===== src/hw/rtl/tvsu_pkg.sv =====
// ----------------------------------------------------------------------------
// tvsu_pkg
// shared constants and types of the total-variation stencil update block
// ----------------------------------------------------------------------------
package tvsu_pkg;

  localparam int SAMPLE_BITS_DEF = 16;

  // control bits that travel down the pipeline next to the data
  typedef struct packed {
    logic vld;
    logic flat;
    logic neg;
  } tvsu_tag_t;

endpackage


===== src/hw/rtl/tvsu_div.sv =====
// ----------------------------------------------------------------------------
// tvsu_div
// pipelined restoring divider, one quotient bit per stage, for a quotient
// known to stay below 2^(SAMPLE_BITS+2)
// ----------------------------------------------------------------------------
module tvsu_div #(
  parameter int SAMPLE_BITS = tvsu_pkg::SAMPLE_BITS_DEF
) (
  input  logic                          clk,
  input  logic                          rst,
  input  logic                          adv,
  input  tvsu_pkg::tvsu_tag_t           tag_in,
  input  logic signed [SAMPLE_BITS-1:0] c_in,
  input  logic [2*SAMPLE_BITS:0]        den_in,
  input  logic [3*SAMPLE_BITS+2:0]      mag_in,
  output tvsu_pkg::tvsu_tag_t           tag_out,
  output logic signed [SAMPLE_BITS-1:0] c_out,
  output logic [SAMPLE_BITS+1:0]        quo_out
);
  import tvsu_pkg::*;

  localparam int S   = SAMPLE_BITS;
  localparam int DNW = 2 * S + 1;
  localparam int MW  = 3 * S + 3;
  localparam int QB  = S + 2;

  tvsu_tag_t           tag      [QB];
  logic signed [S-1:0] c_r      [QB];
  logic [DNW-1:0]      den      [QB];
  logic [MW-1:0]       rem      [QB];
  logic [QB-1:0]       quo      [QB];

  tvsu_tag_t           tag_src  [QB];
  logic signed [S-1:0] c_src    [QB];
  logic [DNW-1:0]      den_src  [QB];
  logic [MW-1:0]       rem_src  [QB];
  logic [QB-1:0]       quo_src  [QB];
  logic [MW:0]         diff     [QB];
  logic [MW-1:0]       rem_next [QB];
  logic [QB-1:0]       quo_next [QB];

  always_comb begin
    for (int g = 0; g < QB; g++) begin
      if (g == 0) begin
        tag_src[g] = tag_in;
        c_src[g]   = c_in;
        den_src[g] = den_in;
        rem_src[g] = mag_in;
        quo_src[g] = '0;
      end else begin
        tag_src[g] = tag[g-1];
        c_src[g]   = c_r[g-1];
        den_src[g] = den[g-1];
        rem_src[g] = rem[g-1];
        quo_src[g] = quo[g-1];
      end
      // trial subtract of the divisor aligned to this stage's quotient bit
      diff[g] = {1'b0, rem_src[g]} - ((MW + 1)'(den_src[g]) << (QB - 1 - g));
      if (!diff[g][MW]) begin
        rem_next[g] = diff[g][MW-1:0];
        quo_next[g] = quo_src[g] | (QB'(1) << (QB - 1 - g));
      end else begin
        rem_next[g] = rem_src[g];
        quo_next[g] = quo_src[g];
      end
    end
  end

  always_ff @(posedge clk) begin
    if (rst) begin
      for (int g = 0; g < QB; g++) tag[g] <= '0;
    end else if (adv) begin
      for (int g = 0; g < QB; g++) tag[g] <= tag_src[g];
    end
    if (adv) begin
      for (int g = 0; g < QB; g++) begin
        c_r[g] <= c_src[g];
        den[g] <= den_src[g];
        rem[g] <= rem_next[g];
        quo[g] <= quo_next[g];
      end
    end
  end

  assign tag_out = tag[QB-1];
  assign c_out   = c_r[QB-1];
  assign quo_out = quo[QB-1];

endmodule


===== config.mk =====
export PLATFORM = sky130hd
export DESIGN_NAME = tvsu_div
export DESIGN_NICKNAME = d
export VERILOG_FILES = /design/src/hw/rtl/tvsu_pkg.sv /design/src/hw/rtl/tvsu_div.sv
export SDC_FILE = /design/constraint.sdc
export NUM_CORES = 2
export LEC_CHECK = 0
export BUFFER_PORTS_ARGS = -buffer_cell sky130_fd_sc_hd__buf_2
export CAP_MARGIN = 10
export CELL_PAD_IN_SITES_DETAIL_PLACEMENT = 1
export CELL_PAD_IN_SITES_GLOBAL_PLACEMENT = 2
export CORE_MARGIN = 2
export CORE_UTILIZATION = 48
export CTS_CLUSTER_DIAMETER = 200
export DETAILED_ROUTE_END_ITERATION = 8
export PLACE_DENSITY = 0.93
export SLEW_MARGIN = 20
export SYNTH_ARGS = -nofsm -noshare
export SYNTH_HDL_FRONTEND = slang
export SYNTH_SLANG_ARGS = --single-unit

===== constraint.sdc =====
create_clock -name clk -period 5.51 [get_ports clk]
set_clock_uncertainty 0.1 [all_clocks]
set_input_delay 0.2755 -clock clk [delete_from_list [all_inputs] [get_ports clk]]
set_output_delay 0.2755 -clock clk [all_outputs]
set_load 0.05 [all_outputs]

=== After elaboration in Yosys (flattened, before gate mapping) ===
Memories as Yosys holds them, arrays and structs flattened.
Index checks and enable logic that the tools add are counted.
W data, S select, Z words.

* Output and inout bits: 37
* Flip-flop bits (word level): 0
* Input port bits: 106
* Memories: 5
* Memory bits (writable): 2178
* Word-level logic and storage cells: 101

* Add/subtract/negate cells: 18
* Bitwise gates (word level): 18
* Muxes and demuxes: 60

{| class="wikitable"
|+ Memory list
! name !! depth !! width !! read ports !! clocked after Yosys merged registers in !! wr ports !! RTL line !! RTL
|-
| rem || 18 || 51 || 17 || 0 || 18 || tvsu_div.sv:30 || <nowiki>logic [MW-1:0] rem [QB];</nowiki>
|-
| den || 18 || 33 || 17 || 0 || 18 || tvsu_div.sv:29 || <nowiki>logic [DNW-1:0] den [QB];</nowiki>
|-
| quo || 18 || 18 || 18 || 0 || 18 || tvsu_div.sv:31 || <nowiki>logic [QB-1:0] quo [QB];</nowiki>
|-
| c_r || 18 || 16 || 18 || 0 || 18 || tvsu_div.sv:28 || <nowiki>logic signed [S-1:0] c_r [QB];</nowiki>
|-
| tag || 18 || 3 || 18 || 0 || 18 || tvsu_div.sv:27 || <nowiki>tvsu_tag_t tag [QB];</nowiki>
|}

{| class="wikitable"
|+ Operator list
! cell !! count
|-
| $mux W51 || 18
|-
| $mux W3 || 19
|-
| $sub A51 B33 Y52 || 1
|-
| $sub A51 B34 Y52 || 1
|-
| $sub A51 B35 Y52 || 1
|-
| $sub A51 B36 Y52 || 1
|-
| $sub A51 B37 Y52 || 1
|-
| $sub A51 B38 Y52 || 1
|-
| $sub A51 B39 Y52 || 1
|-
| $sub A51 B40 Y52 || 1
|-
| $sub A51 B41 Y52 || 1
|-
| $sub A51 B42 Y52 || 1
|-
| $sub A51 B43 Y52 || 1
|-
| $sub A51 B44 Y52 || 1
|-
| $sub A51 B45 Y52 || 1
|-
| $sub A51 B46 Y52 || 1
|-
| $sub A51 B47 Y52 || 1
|-
| $sub A51 B48 Y52 || 1
|-
| $sub A51 B49 Y52 || 1
|-
| $sub A51 B50 Y52 || 1
|-
| $mux W18 || 1
|-
| $or A1 B1 Y1 || 18
|-
| $mux W17 || 1
|-
| $mux W16 || 1
|-
| 14 further kinds || 20
|}

=== Depth between registers and ports, before layout ===
* Word-level depth: 4
* Mapped depth: 17
* Mapped depth without buffers: 15

=== Worst setup path after synthesis ===
No wires, ideal clock.

* Path kind: register -> register
* Start point: memory rem[3][13] in the netlist's numbering
* End point: memory rem[4][14] in the netlist's numbering, data pin
* Setup slack: 1.912 ns
* Stages on the path, launching flop included: 15
* Arrival time: 3.238 ns
* Period minus slack after synthesis: 3.598 ns
* Path through: edfxtp_1 -> inv_1 -> ha_1 -> inv_1 -> fa_1 -> a211oi_1 -> o21ai_0 -> a22oi_1 -> o21ai_0 -> a31o_2 -> a41oi_2 -> o221ai_2 -> nor3_2 -> buf_2 -> mux2_2

{| class="wikitable"
|+ RTL lines
! element !! RTL line
|-
| from (decl) || tvsu_div.sv:30
|}

==> results.ini <==
[place]
gp_congestion = 0.891
port_buffers = 142
dp_hpwl_um = 167000
placed_cells = 11276

[power_and_ir_drop]
net-switching-power_mw = 20.3
leakagePower_nw = 44.2
p_clk_share_pct = 24.3
intPower_mw = 37.8
powerDensity_mw_per_mm2 = 515
p_sw_share_pct = 34.9
ir_worst_vdd_mv = 0.364
combPwrFrac_pct = 37.4
seqPwrFrac_pct = 38.3

[clocking]
clock-sinks = 1941
clockBufferDepth = 3
clk_pin_slew_ns = 0.06
ctsHtreeMaxLevel = 4
clk_root_buffer_cell = clkbuf_16
cts_setup_buffers = 0
cts_buffers = 210
clk_latency_ns = 0.87
cts_tree = done

[worst_setup_path]
start_kind = flop
rr_worst_depth = 13
end_kind = flop
cp_max_fo = 52
path_class = reg -> reg
arrival_ns = 5.27
crit_required_ns = 6.04
r2r_start = rem[11][5]
critPathLaunch = rem[11][5]

[logic_synthesis]
yosysWarnings = 0
synthTopCellsByArea = edfxtp_1, ha_1, a21oi_1
syn-num-nets = 9220
ys_ff_latch = 1941
seq_area_frac_synth_pct = 58.3
ys.flop_type = edfxtp_1
synth_area_leader_cell = edfxtp_1
synthArstFlopShare_pct = 0
post-synth-top-count-cell = edfxtp_1
synth_top_area_share_pct = 58.3
postSynthCellCount = 8504
synth.top_cells.by_count = edfxtp_1, a21oi_1, inv_1
syn_avg_cell_area_um2 = 11.7
ys_types = 112
syn-cell-area_mm2 = 0.0999
synth_edf_count = 1941

[detailed_routing]
dr.pass1.iters = 5
wirelength_um = 225000
routedWlPerCell_um = 19.0
drtIter0Drc = 2747
ant_nets = 0
viasPerCell = 5.51
drc_errors = 0
dr_total_vias = 65271

[cells_and_area]
drive_gt1_share_pct = 7.92
final_nets = 9597
fin_cells = 11851
area_growth_pct = 13.0

[timing]
finalSetupViolations = 0
hold_viol = 0
maxSlewViolCount = 0
worst_slew_pin_slew_ns = 0.943
slew_headroom_pct = 35.5
setup_tns_ns = 0
fmax_mhz = 211
whs_ns = 0.150
fin_crit_sh_pct = 86.2
grt_setup_unrepaired = false
fin_crit_ns = 4.75

[die]
start_util_pct = 48.2
num_rows = 167
num_io_pins = 143
core_mm2 = 0.207
die_w_um = 460
fp.dieArea_mm2 = 0.212
dieHeight_um = 460

[global_route]
antenna_found_initial = 3
grt_pass1_wl_um = 363000
grt-ovfl-total = 0
grt_pass1_vias = 71655
grt_max_degree = 187
grt_use_total_pct = 21.2

[outcome]
run_status = completed

[min_path]
min_from = mag_in[31]
hold_depth = 4
hold_path_class = in -> reg

[job]
cap_viol_max_count = 0

==> flip-flops by register name, summed over array words and instances, names as in the netlist <==
register  flops
rem         867
den         561
quo         171
c_r         288
tag          54
==> timing repair <==
item / 4_1_cts / 5_1_grt
gates resized for setup: 0 / 0
hold buffers: 181 / 0
setup endpoints to repair: 0 / 0
hold endpoints to repair: 248 / 0
==> final cells by class <==
class | count | area [um2]
antenna | 11 | 27.5
clock buffer | 253 | 5420
clock inverter | 130 | 1520
fill | 21194 | 94200
inverter | 732 | 2750
multi-input combinational | 5604 | 38000
sequential | 1941 | 58300
tap | 2788 | 3490
timing repair buffer | 392 | 3360
==> worst max-delay path, stage by stage, from the launching register on <==
cell	delay [ns]
edfxtp_1	0.38
inv_1	0.10
ha_1	0.20
inv_1	0.07
fa_1	0.43
a211oi_1	0.35
o21a_1	0.19
nor3_1	0.09
o21ai_0	0.71
a2111oi_0	0.36
a211oi_1	0.52
nor2b_4	0.33
buf_12	0.23
mux2_2	0.37
==> metrics by stage <==
step	power (mW)	utilization (%)	worst slack, ns	cell area [um2]
after floorplan	37.8	-	1.91	99900
after global placement	43.0	50.3	0.937	104000
after detailed placement	43.9	50.3	0.833	104000
after CTS	58.5	54.5	0.808	113000
after global routing	61.7	54.5	0.619	113000
final	58.1	54.5	0.763	113000
==> logic make-up after synthesis <==
group                    Yosys count  synth area share (%)
AO/OA/AOI/OAI                   2246                  14.0
multiplexers                      97                  1.08
AND/OR/NAND/NOR                 2052                  9.87
flip-flops                      1941                  58.3
adder cells (fa/ha/maj)          610                  7.77
XOR/XNOR                         599                  5.25
buffers and inverters            959                  3.69
==> worst paths after layout <==
check	to	slack, ns
setup / recovery	rem[12][6]	0.76
hold / removal	rem[0][31]	0.15
setup reg to reg	rem[12][6]	0.76
hold reg to reg	c_r[9][9]	0.29
==> metal layers <==
| layer | part of all wire, % | GRT usage (%) |
|---|---|---|
| met1 | 37 | 20.9 |
| met2 | 55 | 42.2 |
| met3 | 2.2 | 2.53 |
| met4 | 5.5 | 11.5 |
| met5 | 0 | 0 |
==> cell usage in the layout, fill, tap and decap left out, drive strengths merged, types with 94 or more instances in the layout <==
cell	instances
clkbuf	253
xor2	287
inv	737
nand2	643
edfxtp	1941
nand3	124
o21ai	579
nor2	538
xnor2	312
nand4	94
buf	211
a21oi	742
a21o	303
nor3	104
ha	593
dlygate4sd3	181
==> power by group through the flow <==
stage / Sequential (mW) / Clock (mW) / Combinational [mW]
2_1_floorplan: 21.8 / 0 / 16.1
3_3_place_gp: 22.4 / 0 / 20.6
3_5_place_dp: 22.5 / 0 / 21.4
4_1_cts: 22.3 / 14.5 / 21.7
5_1_grt: 22.6 / 15.0 / 24.1
6_report: 22.3 / 14.1 / 21.7
Note: power is estimated with default switching activity, not from simulation.
